==> config.mk <==
export PLATFORM = sky130hd
export DESIGN_NAME = escape_sequence_key_decoder
export DESIGN_NICKNAME = d
export VERILOG_FILES = /design/src/rtl/esd_pkg.sv /design/src/rtl/esd_front.sv /design/src/rtl/esd_fifo.sv /design/src/rtl/esd_back.sv /design/src/rtl/escape_sequence_key_decoder.sv
export SDC_FILE = /design/constraint.sdc
export NUM_CORES = 1
export LEC_CHECK = 0
export BUFFER_PORTS_ARGS = -buffer_cell sky130_fd_sc_hd__buf_2
export CAP_MARGIN = 10
export CORE_ASPECT_RATIO = 0.6
export CORE_MARGIN = 3
export CORE_UTILIZATION = 65
export CTS_BUF_LIST = sky130_fd_sc_hd__clkbuf_16
export DETAILED_ROUTE_END_ITERATION = 10
export HOLD_SLACK_MARGIN = 0.06
export PLACE_DENSITY = 0.9
export SKIP_CTS_REPAIR_TIMING = 1
export SYNTH_ARGS = -nofsm -noshare
export SYNTH_HDL_FRONTEND = slang
export SYNTH_SLANG_ARGS = --single-unit
==> constraint.sdc <==
create_clock -name clk_i -period 8.4 [get_ports clk_i]
set_input_delay 1.26 -clock clk_i [delete_from_list [all_inputs] [get_ports clk_i]]
set_output_delay 1.26 -clock clk_i [all_outputs]
set_load 0.02 [all_outputs]
==> src/rtl/esd_pkg.sv <==
// ----------------------------------------------------------------------------
// esd_pkg: shared types and constants of the escape sequence key decoder
// Holds the byte classes, key codes, parser phases and the token that the
// front end passes through the queue to the back end.
// ----------------------------------------------------------------------------
`default_nettype none

package esd_pkg;

  // Queue between front end and back end.
  localparam int unsigned QDepth = 2;
  localparam int unsigned QPtrW  = (QDepth > 1) ? $clog2(QDepth) : 1;
  localparam int unsigned QCntW  = $clog2(QDepth + 1);

  // Number accumulator.
  localparam int unsigned NumW  = 10;
  localparam int unsigned ProdW = NumW + 4;
  localparam logic [NumW-1:0] NumMax = '1;

  // Bytes of interest.
  localparam logic [7:0] ChEsc   = 8'h1B;
  localparam logic [7:0] ChSs3   = 8'h4F;
  localparam logic [7:0] ChCsi   = 8'h5B;
  localparam logic [7:0] ChTilde = 8'h7E;
  localparam logic [7:0] ChT     = 8'h74;
  localparam logic [7:0] ChSemi  = 8'h3B;
  localparam logic [7:0] ChZero  = 8'h30;
  localparam logic [7:0] ChNine  = 8'h39;
  localparam logic [7:0] ChUpA   = 8'h41;
  localparam logic [7:0] ChUpD   = 8'h44;
  localparam logic [7:0] ChUpF   = 8'h46;
  localparam logic [7:0] ChUpH   = 8'h48;
  localparam logic [7:0] ChUpP   = 8'h50;
  localparam logic [7:0] ChUpS   = 8'h53;

  // Key codes.
  localparam logic [4:0] KChar   = 5'd0;
  localparam logic [4:0] KEscape = 5'd1;
  localparam logic [4:0] KF1     = 5'd2;
  localparam logic [4:0] KF5     = 5'd6;
  localparam logic [4:0] KF6     = 5'd7;
  localparam logic [4:0] KF7     = 5'd8;
  localparam logic [4:0] KF8     = 5'd9;
  localparam logic [4:0] KF9     = 5'd10;
  localparam logic [4:0] KF10    = 5'd11;
  localparam logic [4:0] KF11    = 5'd12;
  localparam logic [4:0] KF12    = 5'd13;
  localparam logic [4:0] KUp     = 5'd14;
  localparam logic [4:0] KHome   = 5'd18;
  localparam logic [4:0] KEnd    = 5'd19;
  localparam logic [4:0] KDelete = 5'd20;
  localparam logic [4:0] KPgUp   = 5'd21;
  localparam logic [4:0] KPgDn   = 5'd22;
  localparam logic [4:0] KResize = 5'd23;

  typedef enum logic [3:0] {
    ClsEsc,
    ClsSs3,
    ClsCsi,
    ClsDigit,
    ClsTilde,
    ClsResize,
    ClsSemi,
    ClsFkey,
    ClsArrow,
    ClsHome,
    ClsEnd,
    ClsOther
  } cls_e;

  typedef enum logic [4:0] {
    PhGround = 5'b00001,
    PhEsc    = 5'b00010,
    PhSs3    = 5'b00100,
    PhCsi    = 5'b01000,
    PhNum    = 5'b10000
  } phase_e;

  typedef struct packed {
    logic       idle;
    cls_e       cls;
    logic [3:0] low;
    logic [7:0] data;
  } tok_t;

  function automatic logic [4:0] map_number(input logic [NumW-1:0] v);
    logic [4:0] k;
    k = KEscape;
    unique case (v)
      NumW'(3):  k = KDelete;
      NumW'(5):  k = KPgUp;
      NumW'(6):  k = KPgDn;
      NumW'(15): k = KF5;
      NumW'(17): k = KF6;
      NumW'(18): k = KF7;
      NumW'(19): k = KF8;
      NumW'(20): k = KF9;
      NumW'(21): k = KF10;
      NumW'(23): k = KF11;
      NumW'(24): k = KF12;
      default:   k = KEscape;
    endcase
    return k;
  endfunction

endpackage

`default_nettype wire

==> src/rtl/esd_front.sv <==
// ----------------------------------------------------------------------------
// esd_front: input acceptance and byte classification
// Accepts input beats while the queue has room and turns each one into a
// classified token.
// ----------------------------------------------------------------------------
`default_nettype none

module esd_front (
  input  wire logic          in_valid_i,
  output logic               in_ready_o,
  input  wire logic          req_type_i,
  input  wire logic [7:0]    rx_byte_i,
  input  wire logic          q_full_i,
  output logic               q_push_o,
  output esd_pkg::tok_t      q_tok_o
);

  esd_pkg::cls_e cls;
  logic [3:0]    low;

  always_comb begin
    cls = esd_pkg::ClsOther;
    low = rx_byte_i[3:0];
    priority if (rx_byte_i == esd_pkg::ChEsc) begin
      cls = esd_pkg::ClsEsc;
    end else if (rx_byte_i == esd_pkg::ChSs3) begin
      cls = esd_pkg::ClsSs3;
    end else if (rx_byte_i == esd_pkg::ChCsi) begin
      cls = esd_pkg::ClsCsi;
    end else if (rx_byte_i >= esd_pkg::ChZero && rx_byte_i <= esd_pkg::ChNine) begin
      cls = esd_pkg::ClsDigit;
    end else if (rx_byte_i == esd_pkg::ChTilde) begin
      cls = esd_pkg::ClsTilde;
    end else if (rx_byte_i == esd_pkg::ChT) begin
      cls = esd_pkg::ClsResize;
    end else if (rx_byte_i == esd_pkg::ChSemi) begin
      cls = esd_pkg::ClsSemi;
    end else if (rx_byte_i >= esd_pkg::ChUpP && rx_byte_i <= esd_pkg::ChUpS) begin
      cls = esd_pkg::ClsFkey;
      low = 4'(rx_byte_i - esd_pkg::ChUpP);
    end else if (rx_byte_i >= esd_pkg::ChUpA && rx_byte_i <= esd_pkg::ChUpD) begin
      cls = esd_pkg::ClsArrow;
      low = 4'(rx_byte_i - esd_pkg::ChUpA);
    end else if (rx_byte_i == esd_pkg::ChUpH) begin
      cls = esd_pkg::ClsHome;
    end else if (rx_byte_i == esd_pkg::ChUpF) begin
      cls = esd_pkg::ClsEnd;
    end else begin
      cls = esd_pkg::ClsOther;
    end
  end

  assign in_ready_o    = !q_full_i;
  assign q_push_o      = in_valid_i && !q_full_i;
  assign q_tok_o.idle  = req_type_i;
  assign q_tok_o.cls   = cls;
  assign q_tok_o.low   = low;
  assign q_tok_o.data  = rx_byte_i;

endmodule

`default_nettype wire

==> src/rtl/esd_fifo.sv <==
// ----------------------------------------------------------------------------
// esd_fifo: token queue between front end and back end
// A short register queue that lets either side stall on its own.
// ----------------------------------------------------------------------------
`default_nettype none

module esd_fifo (
  input  wire logic          clk_i,
  input  wire logic          rst_ni,
  input  wire logic          push_i,
  input  wire esd_pkg::tok_t push_tok_i,
  output logic               full_o,
  input  wire logic          pop_i,
  output logic               not_empty_o,
  output esd_pkg::tok_t      pop_tok_o
);

  localparam logic [esd_pkg::QPtrW-1:0] LastIdx = esd_pkg::QPtrW'(esd_pkg::QDepth - 1);
  localparam logic [esd_pkg::QCntW-1:0] FullCnt = esd_pkg::QCntW'(esd_pkg::QDepth);

  esd_pkg::tok_t               mem_q [esd_pkg::QDepth];
  logic [esd_pkg::QPtrW-1:0]   wr_ptr_q, wr_ptr_d;
  logic [esd_pkg::QPtrW-1:0]   rd_ptr_q, rd_ptr_d;
  logic [esd_pkg::QCntW-1:0]   cnt_q, cnt_d;

  assign full_o      = (cnt_q == FullCnt);
  assign not_empty_o = (cnt_q != '0);
  assign pop_tok_o   = mem_q[rd_ptr_q];

  always_comb begin
    wr_ptr_d = wr_ptr_q;
    rd_ptr_d = rd_ptr_q;
    cnt_d    = cnt_q;
    if (push_i) begin
      wr_ptr_d = (wr_ptr_q == LastIdx) ? '0 : wr_ptr_q + 1'b1;
    end
    if (pop_i) begin
      rd_ptr_d = (rd_ptr_q == LastIdx) ? '0 : rd_ptr_q + 1'b1;
    end
    unique case ({push_i, pop_i})
      2'b10:   cnt_d = cnt_q + 1'b1;
      2'b01:   cnt_d = cnt_q - 1'b1;
      default: cnt_d = cnt_q;
    endcase
  end

  always_ff @(posedge clk_i or negedge rst_ni) begin
    if (!rst_ni) begin
      wr_ptr_q <= '0;
      rd_ptr_q <= '0;
      cnt_q    <= '0;
    end else begin
      wr_ptr_q <= wr_ptr_d;
      rd_ptr_q <= rd_ptr_d;
      cnt_q    <= cnt_d;
    end
  end

  always_ff @(posedge clk_i) begin
    if (push_i) begin
      mem_q[wr_ptr_q] <= push_tok_i;
    end
  end

  a_cnt_bound: assert property (@(posedge clk_i) disable iff (!rst_ni)
    cnt_q <= FullCnt)
    else $error("Queue count exceeds depth.");

  a_no_overflow: assert property (@(posedge clk_i) disable iff (!rst_ni)
    full_o && !pop_i |=> cnt_q == FullCnt && $stable(rd_ptr_q))
    else $error("Queue changed while full and not read.");

  a_no_underflow: assert property (@(posedge clk_i) disable iff (!rst_ni)
    pop_i |-> not_empty_o)
    else $error("Queue read while empty.");

endmodule

`default_nettype wire

==> src/rtl/esd_back.sv <==
// ----------------------------------------------------------------------------
// esd_back: escape sequence parser and result register
// Runs the parser on one queued token per cycle while its result register is
// free or being read, and holds each key event there until it is taken.
// ----------------------------------------------------------------------------
`default_nettype none

module esd_back (
  input  wire logic          clk_i,
  input  wire logic          rst_ni,
  input  wire logic          q_not_empty_i,
  input  wire esd_pkg::tok_t q_tok_i,
  output logic               q_pop_o,
  output logic               out_valid_o,
  input  wire logic          out_ready_i,
  output logic [4:0]         key_kind_o,
  output logic [7:0]         char_value_o
);

  esd_pkg::phase_e              phase_q, phase_d;
  logic [esd_pkg::NumW-1:0]     acc_q, acc_d;
  logic                         out_valid_q, out_valid_d;
  logic [4:0]                   kind_q, kind_d;
  logic [7:0]                   char_q, char_d;
  logic                         emit;
  logic [esd_pkg::ProdW-1:0]    acc_next;

  assign q_pop_o  = q_not_empty_i && (!out_valid_q || out_ready_i);
  assign acc_next = esd_pkg::ProdW'(acc_q) * esd_pkg::ProdW'(10)
                  + esd_pkg::ProdW'(q_tok_i.low);

  always_comb begin
    phase_d = phase_q;
    acc_d   = acc_q;
    emit    = 1'b0;
    kind_d  = esd_pkg::KEscape;
    char_d  = '0;
    if (q_pop_o) begin
      unique case (phase_q)
        esd_pkg::PhEsc: begin
          if (!q_tok_i.idle && q_tok_i.cls == esd_pkg::ClsSs3) begin
            phase_d = esd_pkg::PhSs3;
          end else if (!q_tok_i.idle && q_tok_i.cls == esd_pkg::ClsCsi) begin
            phase_d = esd_pkg::PhCsi;
          end else begin
            emit = 1'b1;
          end
        end
        esd_pkg::PhSs3: begin
          emit = 1'b1;
          if (!q_tok_i.idle && q_tok_i.cls == esd_pkg::ClsFkey) begin
            kind_d = esd_pkg::KF1 + 5'(q_tok_i.low);
          end
        end
        esd_pkg::PhCsi: begin
          if (q_tok_i.idle) begin
            emit = 1'b1;
          end else if (q_tok_i.cls == esd_pkg::ClsDigit) begin
            acc_d   = esd_pkg::NumW'(q_tok_i.low);
            phase_d = esd_pkg::PhNum;
          end else begin
            emit = 1'b1;
            priority case (q_tok_i.cls)
              esd_pkg::ClsArrow: kind_d = esd_pkg::KUp + 5'(q_tok_i.low);
              esd_pkg::ClsHome:  kind_d = esd_pkg::KHome;
              esd_pkg::ClsEnd:   kind_d = esd_pkg::KEnd;
              default:           kind_d = esd_pkg::KEscape;
            endcase
          end
        end
        esd_pkg::PhNum: begin
          if (q_tok_i.idle) begin
            emit   = 1'b1;
            kind_d = esd_pkg::map_number(acc_q);
          end else if (q_tok_i.cls == esd_pkg::ClsResize) begin
            emit   = 1'b1;
            kind_d = esd_pkg::KResize;
          end else if (q_tok_i.cls == esd_pkg::ClsDigit) begin
            acc_d = (acc_next > esd_pkg::ProdW'(esd_pkg::NumMax))
                  ? esd_pkg::NumMax : acc_next[esd_pkg::NumW-1:0];
          end else if (q_tok_i.cls != esd_pkg::ClsSemi) begin
            emit   = 1'b1;
            kind_d = esd_pkg::map_number(acc_q);
          end
        end
        default: begin
          phase_d = esd_pkg::PhGround;
          acc_d   = '0;
          if (!q_tok_i.idle) begin
            if (q_tok_i.cls == esd_pkg::ClsEsc) begin
              phase_d = esd_pkg::PhEsc;
            end else begin
              emit   = 1'b1;
              kind_d = esd_pkg::KChar;
              char_d = q_tok_i.data;
            end
          end
        end
      endcase
      if (emit) begin
        phase_d = esd_pkg::PhGround;
        acc_d   = '0;
      end
    end
  end

  always_comb begin
    out_valid_d = out_valid_q;
    if (emit) begin
      out_valid_d = 1'b1;
    end else if (out_ready_i) begin
      out_valid_d = 1'b0;
    end
  end

  always_ff @(posedge clk_i or negedge rst_ni) begin
    if (!rst_ni) begin
      phase_q     <= esd_pkg::PhGround;
      acc_q       <= '0;
      out_valid_q <= 1'b0;
    end else begin
      phase_q     <= phase_d;
      acc_q       <= acc_d;
      out_valid_q <= out_valid_d;
    end
  end

  always_ff @(posedge clk_i) begin
    if (emit) begin
      kind_q <= kind_d;
      char_q <= char_d;
    end
  end

  assign out_valid_o  = out_valid_q;
  assign key_kind_o   = kind_q;
  assign char_value_o = char_q;

  a_char_zero: assert property (@(posedge clk_i) disable iff (!rst_ni)
    out_valid_q && kind_q != esd_pkg::KChar |-> char_q == '0)
    else $error("Character field is nonzero on a non-character key.");

  a_acc_num_only: assert property (@(posedge clk_i) disable iff (!rst_ni)
    phase_q != esd_pkg::PhNum |-> acc_q == '0)
    else $error("Number holds a value outside the number phase.");

  a_emit_ground: assert property (@(posedge clk_i) disable iff (!rst_ni)
    emit |=> phase_q == esd_pkg::PhGround && out_valid_q)
    else $error("Parser did not return to ground after a key event.");

  a_kind_range: assert property (@(posedge clk_i) disable iff (!rst_ni)
    out_valid_q |-> kind_q <= esd_pkg::KResize)
    else $error("Key code out of range.");

endmodule

`default_nettype wire

==> src/rtl/escape_sequence_key_decoder.sv <==
// ----------------------------------------------------------------------------
// escape_sequence_key_decoder: terminal input byte stream to key events
// A front end classifies incoming bytes, a two-entry queue decouples it from
// the back end, which parses escape sequences and registers key events.
//
//   Channel   Direction  Handshake              Payload
//   in        input      in_valid_i/in_ready_o  req_type_i, rx_byte_i
//   out       output     out_valid_o/out_ready_i key_kind_o, char_value_o
//
// One input beat is accepted per cycle while the queue has room.
// A key event passes through its queue entry, the parser step and the result
// register before it appears on the output.
// Reset clears the parser to the ground state and empties queue and output.
// A stalled output holds its event; the queue absorbs two beats before
// in_ready_o drops.
// ----------------------------------------------------------------------------
`default_nettype none

module escape_sequence_key_decoder (
  input  wire logic        clk_i,
  input  wire logic        rst_ni,
  input  wire logic        in_valid_i,
  output logic             in_ready_o,
  input  wire logic        req_type_i,
  input  wire logic [7:0]  rx_byte_i,
  output logic             out_valid_o,
  input  wire logic        out_ready_i,
  output logic [4:0]       key_kind_o,
  output logic [7:0]       char_value_o
);

  logic          q_full;
  logic          q_push;
  logic          q_pop;
  logic          q_not_empty;
  esd_pkg::tok_t push_tok;
  esd_pkg::tok_t pop_tok;

  esd_front u_front (
    .in_valid_i (in_valid_i),
    .in_ready_o (in_ready_o),
    .req_type_i (req_type_i),
    .rx_byte_i  (rx_byte_i),
    .q_full_i   (q_full),
    .q_push_o   (q_push),
    .q_tok_o    (push_tok)
  );

  esd_fifo u_fifo (
    .clk_i       (clk_i),
    .rst_ni      (rst_ni),
    .push_i      (q_push),
    .push_tok_i  (push_tok),
    .full_o      (q_full),
    .pop_i       (q_pop),
    .not_empty_o (q_not_empty),
    .pop_tok_o   (pop_tok)
  );

  esd_back u_back (
    .clk_i         (clk_i),
    .rst_ni        (rst_ni),
    .q_not_empty_i (q_not_empty),
    .q_tok_i       (pop_tok),
    .q_pop_o       (q_pop),
    .out_valid_o   (out_valid_o),
    .out_ready_i   (out_ready_i),
    .key_kind_o    (key_kind_o),
    .char_value_o  (char_value_o)
  );

endmodule

`default_nettype wire

Word-level counts from Yosys, hierarchy flattened

Memory sizes are Yosys's and may differ from the RTL's.
Index checks and enable logic that the tools add are counted.
W data, S select, Z words.

Register bits: 33
Bits in writable memories: 34
Memory bits (read-only): 320
Input port bits: 13
Memories: 3

Add/subtract/negate cells: 9
Multipliers: 1
$lt $le $gt $ge: 7
Eq/ne operators: 32
Muxes and demuxes: 69
Bitwise gates (word level): 1
Reductions and logical operators: 22

Memory list:

| name            | words | width | rd ports | clocked after memory_dff | write ports | line           | text |
|---|---|---|---|---|---|---|---|
| (no name shown) | 32    | 5     | 1        | 0                        | 0           | esd_pkg.sv:89  | `unique case (v)` |
| (no name shown) | 32    | 5     | 1        | 0                        | 0           | esd_pkg.sv:89  |  |
| u_fifo.mem_q    | 2     | 17    | 1        | 0                        | 1           | esd_fifo.sv:21 | `esd_pkg::tok_t mem_q [esd_pkg::QDepth];` |

Operator list:

| operator                | number |
|---|---|
| $mux W5                 | 16 |
| $mux W4                 | 19 |
| $mux W10                | 7 |
| $eq A8 B7 Y1 const B    | 6 |
| $pmux W10 S3            | 1 |
| $pmux W5 S3             | 2 |
| $mux W1                 | 20 |
| $pmux W5 S4             | 1 |
| $ge A8 B7 Y1 const B    | 2 |
| $le A8 B7 Y1 const B    | 2 |
| $add A14 B4 Y14         | 1 |
| $gt A14 B10 Y1 const B  | 1 |
| $mul A10 B3 Y13 const B | 1 |
| $eq A4 B4 Y1 const B    | 3 |
| $ne A3 B3 Y1 const B    | 3 |
| $eq A4 B2 Y1 const B    | 2 |
| $eq A4 B3 Y1 const B    | 2 |
| $eq A8 B5 Y1 const B    | 1 |
| $eq A8 B6 Y1 const B    | 1 |
| $ge A8 B6 Y1 const B    | 1 |
| $le A8 B6 Y1 const B    | 1 |
| $logic_and A1 B1 Y1     | 8 |
| $sub A4 B1 Y4 const B   | 2 |
| $reduce_and A7 Y1       | 1 |
| other kinds (28)        | 37 |

Logic depth before layout (Yosys ltp)

Word-level depth: 12
Depth in mapped cells: 14
Depth with buffers taken out: 11

By module

A second synthesis with hierarchy kept.

Cell total of the unflattened synthesis: 435
Area total of the unflattened synthesis: 4,629.4 µm²

By module, submodules not included:

| module    | instances | cells each | area an instance (µm²) | seq. area each (µm²) |
|---|---|---|---|---|
| esd_back  | 1         | 302        | 2,652.5                | 792.0 |
| esd_fifo  | 1         | 69         | 1,463.9                | 1,121.1 |
| esd_front | 1         | 64         | 513.0                  | 0.0 |

Least setup slack after synthesis

No wires, ideal clock.

Kind: register to register
From: register u_fifo.rd_ptr_q
To: register u_back.acc_q[1] (netlist bit)
Data arrival time: 3.052 ns
Required time: 8.269 ns
Setup slack: 5.218 ns
Stages on the path, launching flop included: 14
Buffers on the path: 4
Period minus slack after synthesis: 3.182 ns
Cell sequence: dfrtp_1 buf_6 buf_6 buf_2 buf_2 mux2_2 ha_1 a21o_1 a21oi_1 nor4_1 nand4_2 mux2i_2 o311ai_1 nand3_1

Word-level cells in the longest chain between the ends: 10
Elaborated cells between the ends (all ways): 39
Classes of those cells: add/sub (1); order compare (1); eq/ne (11); mux (20); reduce/logical (5); memory (1)

Ends and longest elaborated chain:

| what                                                    | line            | text |
|---|---|---|
| start, declared                                         | esd_fifo.sv:23  | `logic [esd_pkg::QPtrW-1:0] rd_ptr_q, rd_ptr_d;` |
| start signal, assigned                                  | esd_fifo.sv:54  | `rd_ptr_q <= rd_ptr_d;` |
| $mem_v2 Z2 W17 *                                        | n/a             |  |
| branches (longest 9 deep; another with $add A14 B4 Y14) | n/a             |  |
| end signal, assigned                                    | esd_back.sv:119 | `acc_q <= '0;` |
| end signal, assigned                                    | esd_back.sv:123 | `acc_q <= acc_d;` |
| end, declared                                           | esd_back.sv:21  | `logic [esd_pkg::NumW-1:0] acc_q, acc_d;` |

Mark *: on every way between the ends. The select of a mux whose other input is x is not followed.
A chain may end at the register's enable or synchronous reset.

Worst setup path in the final report

From: register u_fifo.rd_ptr_q
To: register u_back.acc_q[3] (netlist bit)

Same word-level chain as after synthesis.

==> impl_metrics.yaml <==
pwr:
  p_leak_uw: 0.00211
  p_total_uw: 1330
  power_density_nw_per_um2: 271
  ir_drop_v: 0.000242
clocking:
  cts_buffers: 9
  clock_latency_ns: 0.33
  clk_pin_slew_ns: 0.06
  htree_levels: 3
  cts_tree: "yes"
  cts_sinks: 67
  clockBufferDepth: 2
  clock_tree.root_cell: "clkbuf_16"
routing:
  wl_per_cell_um: 19.3
  drc: 0
  drt-total-wl_um: 10600
  vias: 3657
  drt_pass1_iterations: 6
  drt_iter0_markers: 450
  vias_per_cell: 6.64
  postRouteAntennaNets: 0
global_routing:
  grt_pass1_wl_um: 17600
  grt_pass1_vias: 3443
  grtUsageTotal_pct: 28.4
  grt_max_degree: 35
  antenna_found_initial: 0
  gr-total-overflow: 0
placement:
  placed_area_um2: 4630
  dp_hpwl_um: 7850
  port_buffers: 27
  gp_congestion: 0.906
  place_ws_ns: 4.96
floorplan:
  die_w_um: 113
  die_h_um: 70.0
  design.die.area_um2: 7890
  coreArea_um2: 6360
  ios: 28
  start_util_pct: 69.9
  rows: 22
synth:
  synthDistinctLibCells: 66
  yosysSeqAreaShare_pct: 43.1
  synth_area_leader_cell: "edfxtp_1"
  yosysTopAreaCellShare_pct: 31.8
  syn_avg_cell_area_um2: 10.2
  synthCells: 434
  yosysMostFrequentCell: "edfxtp_1"
  synth_area_um2: 4440
  synth_common_cells: "edfxtp_1 (47), nand2_1 (46), nor2_1 (37)"
  syn-num-nets: 481
  synth_edf_count: 47
  synth-async-reset-ratio_pct: 29.9
  yosys_warnings: 0
  yosys-top-cells-area: "edfxtp_1 (32%), dfrtp_1 (11%), ha_1 (9.0%)"
  synth_seq_cells: 67
  synth_flop_cell: "edfxtp_1"
critical_path:
  cp-endpoint: "u_back.acc_q[3]$_DFFE_PN0P_"
  worstReg2RegStart: "u_fifo.rd_ptr_q$_DFFE_PN0P_"
  critPathCaptureType: "flip-flop"
  path_max_fanout: 34
  cp.arrival_ns: 3.75
  required_ns: 8.65
  critPathKind: "flip-flop to flip-flop"
  reg2reg_depth: 10
  critPathLaunch: "u_fifo.rd_ptr_q$_DFFE_PN0P_"
  reg2reg_slack_ns: 4.91
  r2r_end: "u_back.acc_q[3]$_DFFE_PN0P_"
  crit_path_start_kind: "flip-flop"
layout:
  drive_gt1_share_pct: 13.1
  fin_area_um2: 4920
  nets: 509
  areaGrowthSynthToFinish_pct: 10.7
  num_antenna_cells: 0
  num-fill-cells: 421
timing:
  slew_viol_final: 0
  hold_ws_ns: 0.500
  period_share_pct: 41.6
  rsz0062_at_grt: "false"
  max_freq_mhz: 286
  worst_pin_slew_ns: 0.819
  maxSlewHeadroom_pct: 45.4
  fin_crit_ns: 3.49
  setup_viol: 0
  skew_ns: 0.00695
  final.setup.worst_slack_ns: 4.91
  hold_viol_final: 0
  setup_tns_ns: 0
flow_run:
  drv_cap: 0
hold_path:
  min_path_type: "flip-flop to flip-flop"
status:
  status: "complete, no violations"
==> cells in the final DEF, fill, tap and decap left out, types with 6 or more instances in the layout <==
cell type and n:
edfxtp_1 47, nand2_1 46, nor2_1 37, ha_1 32, buf_2 27, inv_1 22, dfrtp_1 19, a21oi_1 16
o21ai_0 15, xnor2_1 15, mux2i_1 14, nand3_1 11, nor3_1 11, o31ai_1 9, clkbuf_16 9, nor2b_1 8
a21o_1 7, nand2b_1 6, a31oi_1 6, nor4_1 6, nor3b_1 6, xor2_1 6
==> final cells by class <==
cell class / instances / area [um^2] / area share [%]
clock buffers: 9 / 225 / 4.58
repair buffers: 29 / 150 / 3.05
flip-flops and latches: 67 / 1910 / 38.9
clock inverters: 7 / 60.1 / 1.22
inverters: 22 / 82.6 / 1.68
multi-input cells: 333 / 2380 / 48.4
well taps: 84 / 105 / 2.14
==> worst min path at each step <==
| stage | from | end | slack (ns) | depth (start not counted) |
|---|---|---|---|---|
| floorplan | u_fifo.wr_ptr_q$_DFFE_PN0P_ | u_fifo.wr_ptr_q$_DFFE_PN0P_ | 0.46 | 1 |
| CTS | u_fifo.wr_ptr_q$_DFFE_PN0P_ | u_fifo.wr_ptr_q$_DFFE_PN0P_ | 0.51 | 1 |
| global placement | u_fifo.wr_ptr_q$_DFFE_PN0P_ | u_fifo.wr_ptr_q$_DFFE_PN0P_ | 0.48 | 1 |
| detailed placement | u_fifo.cnt_q[1]$_DFFE_PN0P_ | u_fifo.cnt_q[1]$_DFFE_PN0P_ | 0.50 | 1 |
| global route | u_fifo.wr_ptr_q$_DFFE_PN0P_ | u_fifo.wr_ptr_q$_DFFE_PN0P_ | 0.52 | 1 |
| finish | u_fifo.wr_ptr_q$_DFFE_PN0P_ | u_fifo.wr_ptr_q$_DFFE_PN0P_ | 0.50 | 1 |
==> metal layers <==
metal / track usage, % / share of wire [%] / vias up
li1: - / - / 1684
met1: 44.3 / 45 / 1729
met2: 38.3 / 40 / 224
met3: 8.14 / 14 / 20
met4: 7.20 / 1.3 / 0
met5: 0 / 0 / -
==> through the flow <==
| step | utilization [%] | std cells |
|---|---|---|
| finish | 77.3 | 551 |
| detailed placement | 72.8 | 535 |
| global route | 77.3 | 551 |
| global placement | 72.8 | 535 |
| CTS | 77.3 | 551 |
| floorplan | - | 434 |
==> logic make-up (layout without fill, tap and decap cells) <==
| kind of cell | after synthesis | count (layout) | synth area share, % |
|---|---|---|---|
| and+or+nand+nor | 161 | 161 | 18.5 |
| AOI/OAI and AO/OA | 96 | 96 | 15.9 |
| DFF | 67 | 67 | 43.1 |
| adders and majority gates | 34 | 34 | 9.92 |
| buffers and inverters | 34 | 67 | 3.35 |
| xor gates and xnor gates | 21 | 21 | 4.14 |
| muxes | 21 | 21 | 5.04 |
==> power breakdown <==
group          internal (uW)  switching, uW
combinational            156            312
sequential               460           46.2
clock                    226            131
==> critical path, stage by stage (launching register included) <==
cell	delay [ns]
dfrtp_1	0.36
buf_4	0.39
mux2i_1	0.55
inv_1	0.16
ha_1	0.35
a21oi_1	0.12
nor4_1	0.44
nand4_2	0.18
mux2i_2	0.50
o31ai_1	0.19
a21oi_1	0.18
==> sequential cells by signal (all words and copies together) (netlist names) <==
register,count
u_fifo.mem_q,34
u_back.acc_q,10
u_back.char_value_o,8
u_back.key_kind_o,5
u_back.phase_q,5
u_fifo.cnt_q,2
u_back.out_valid_o,1
u_fifo.rd_ptr_q,1
u_fifo.wr_ptr_q,1
No activity file was read; power rests on OpenSTA's default activity.
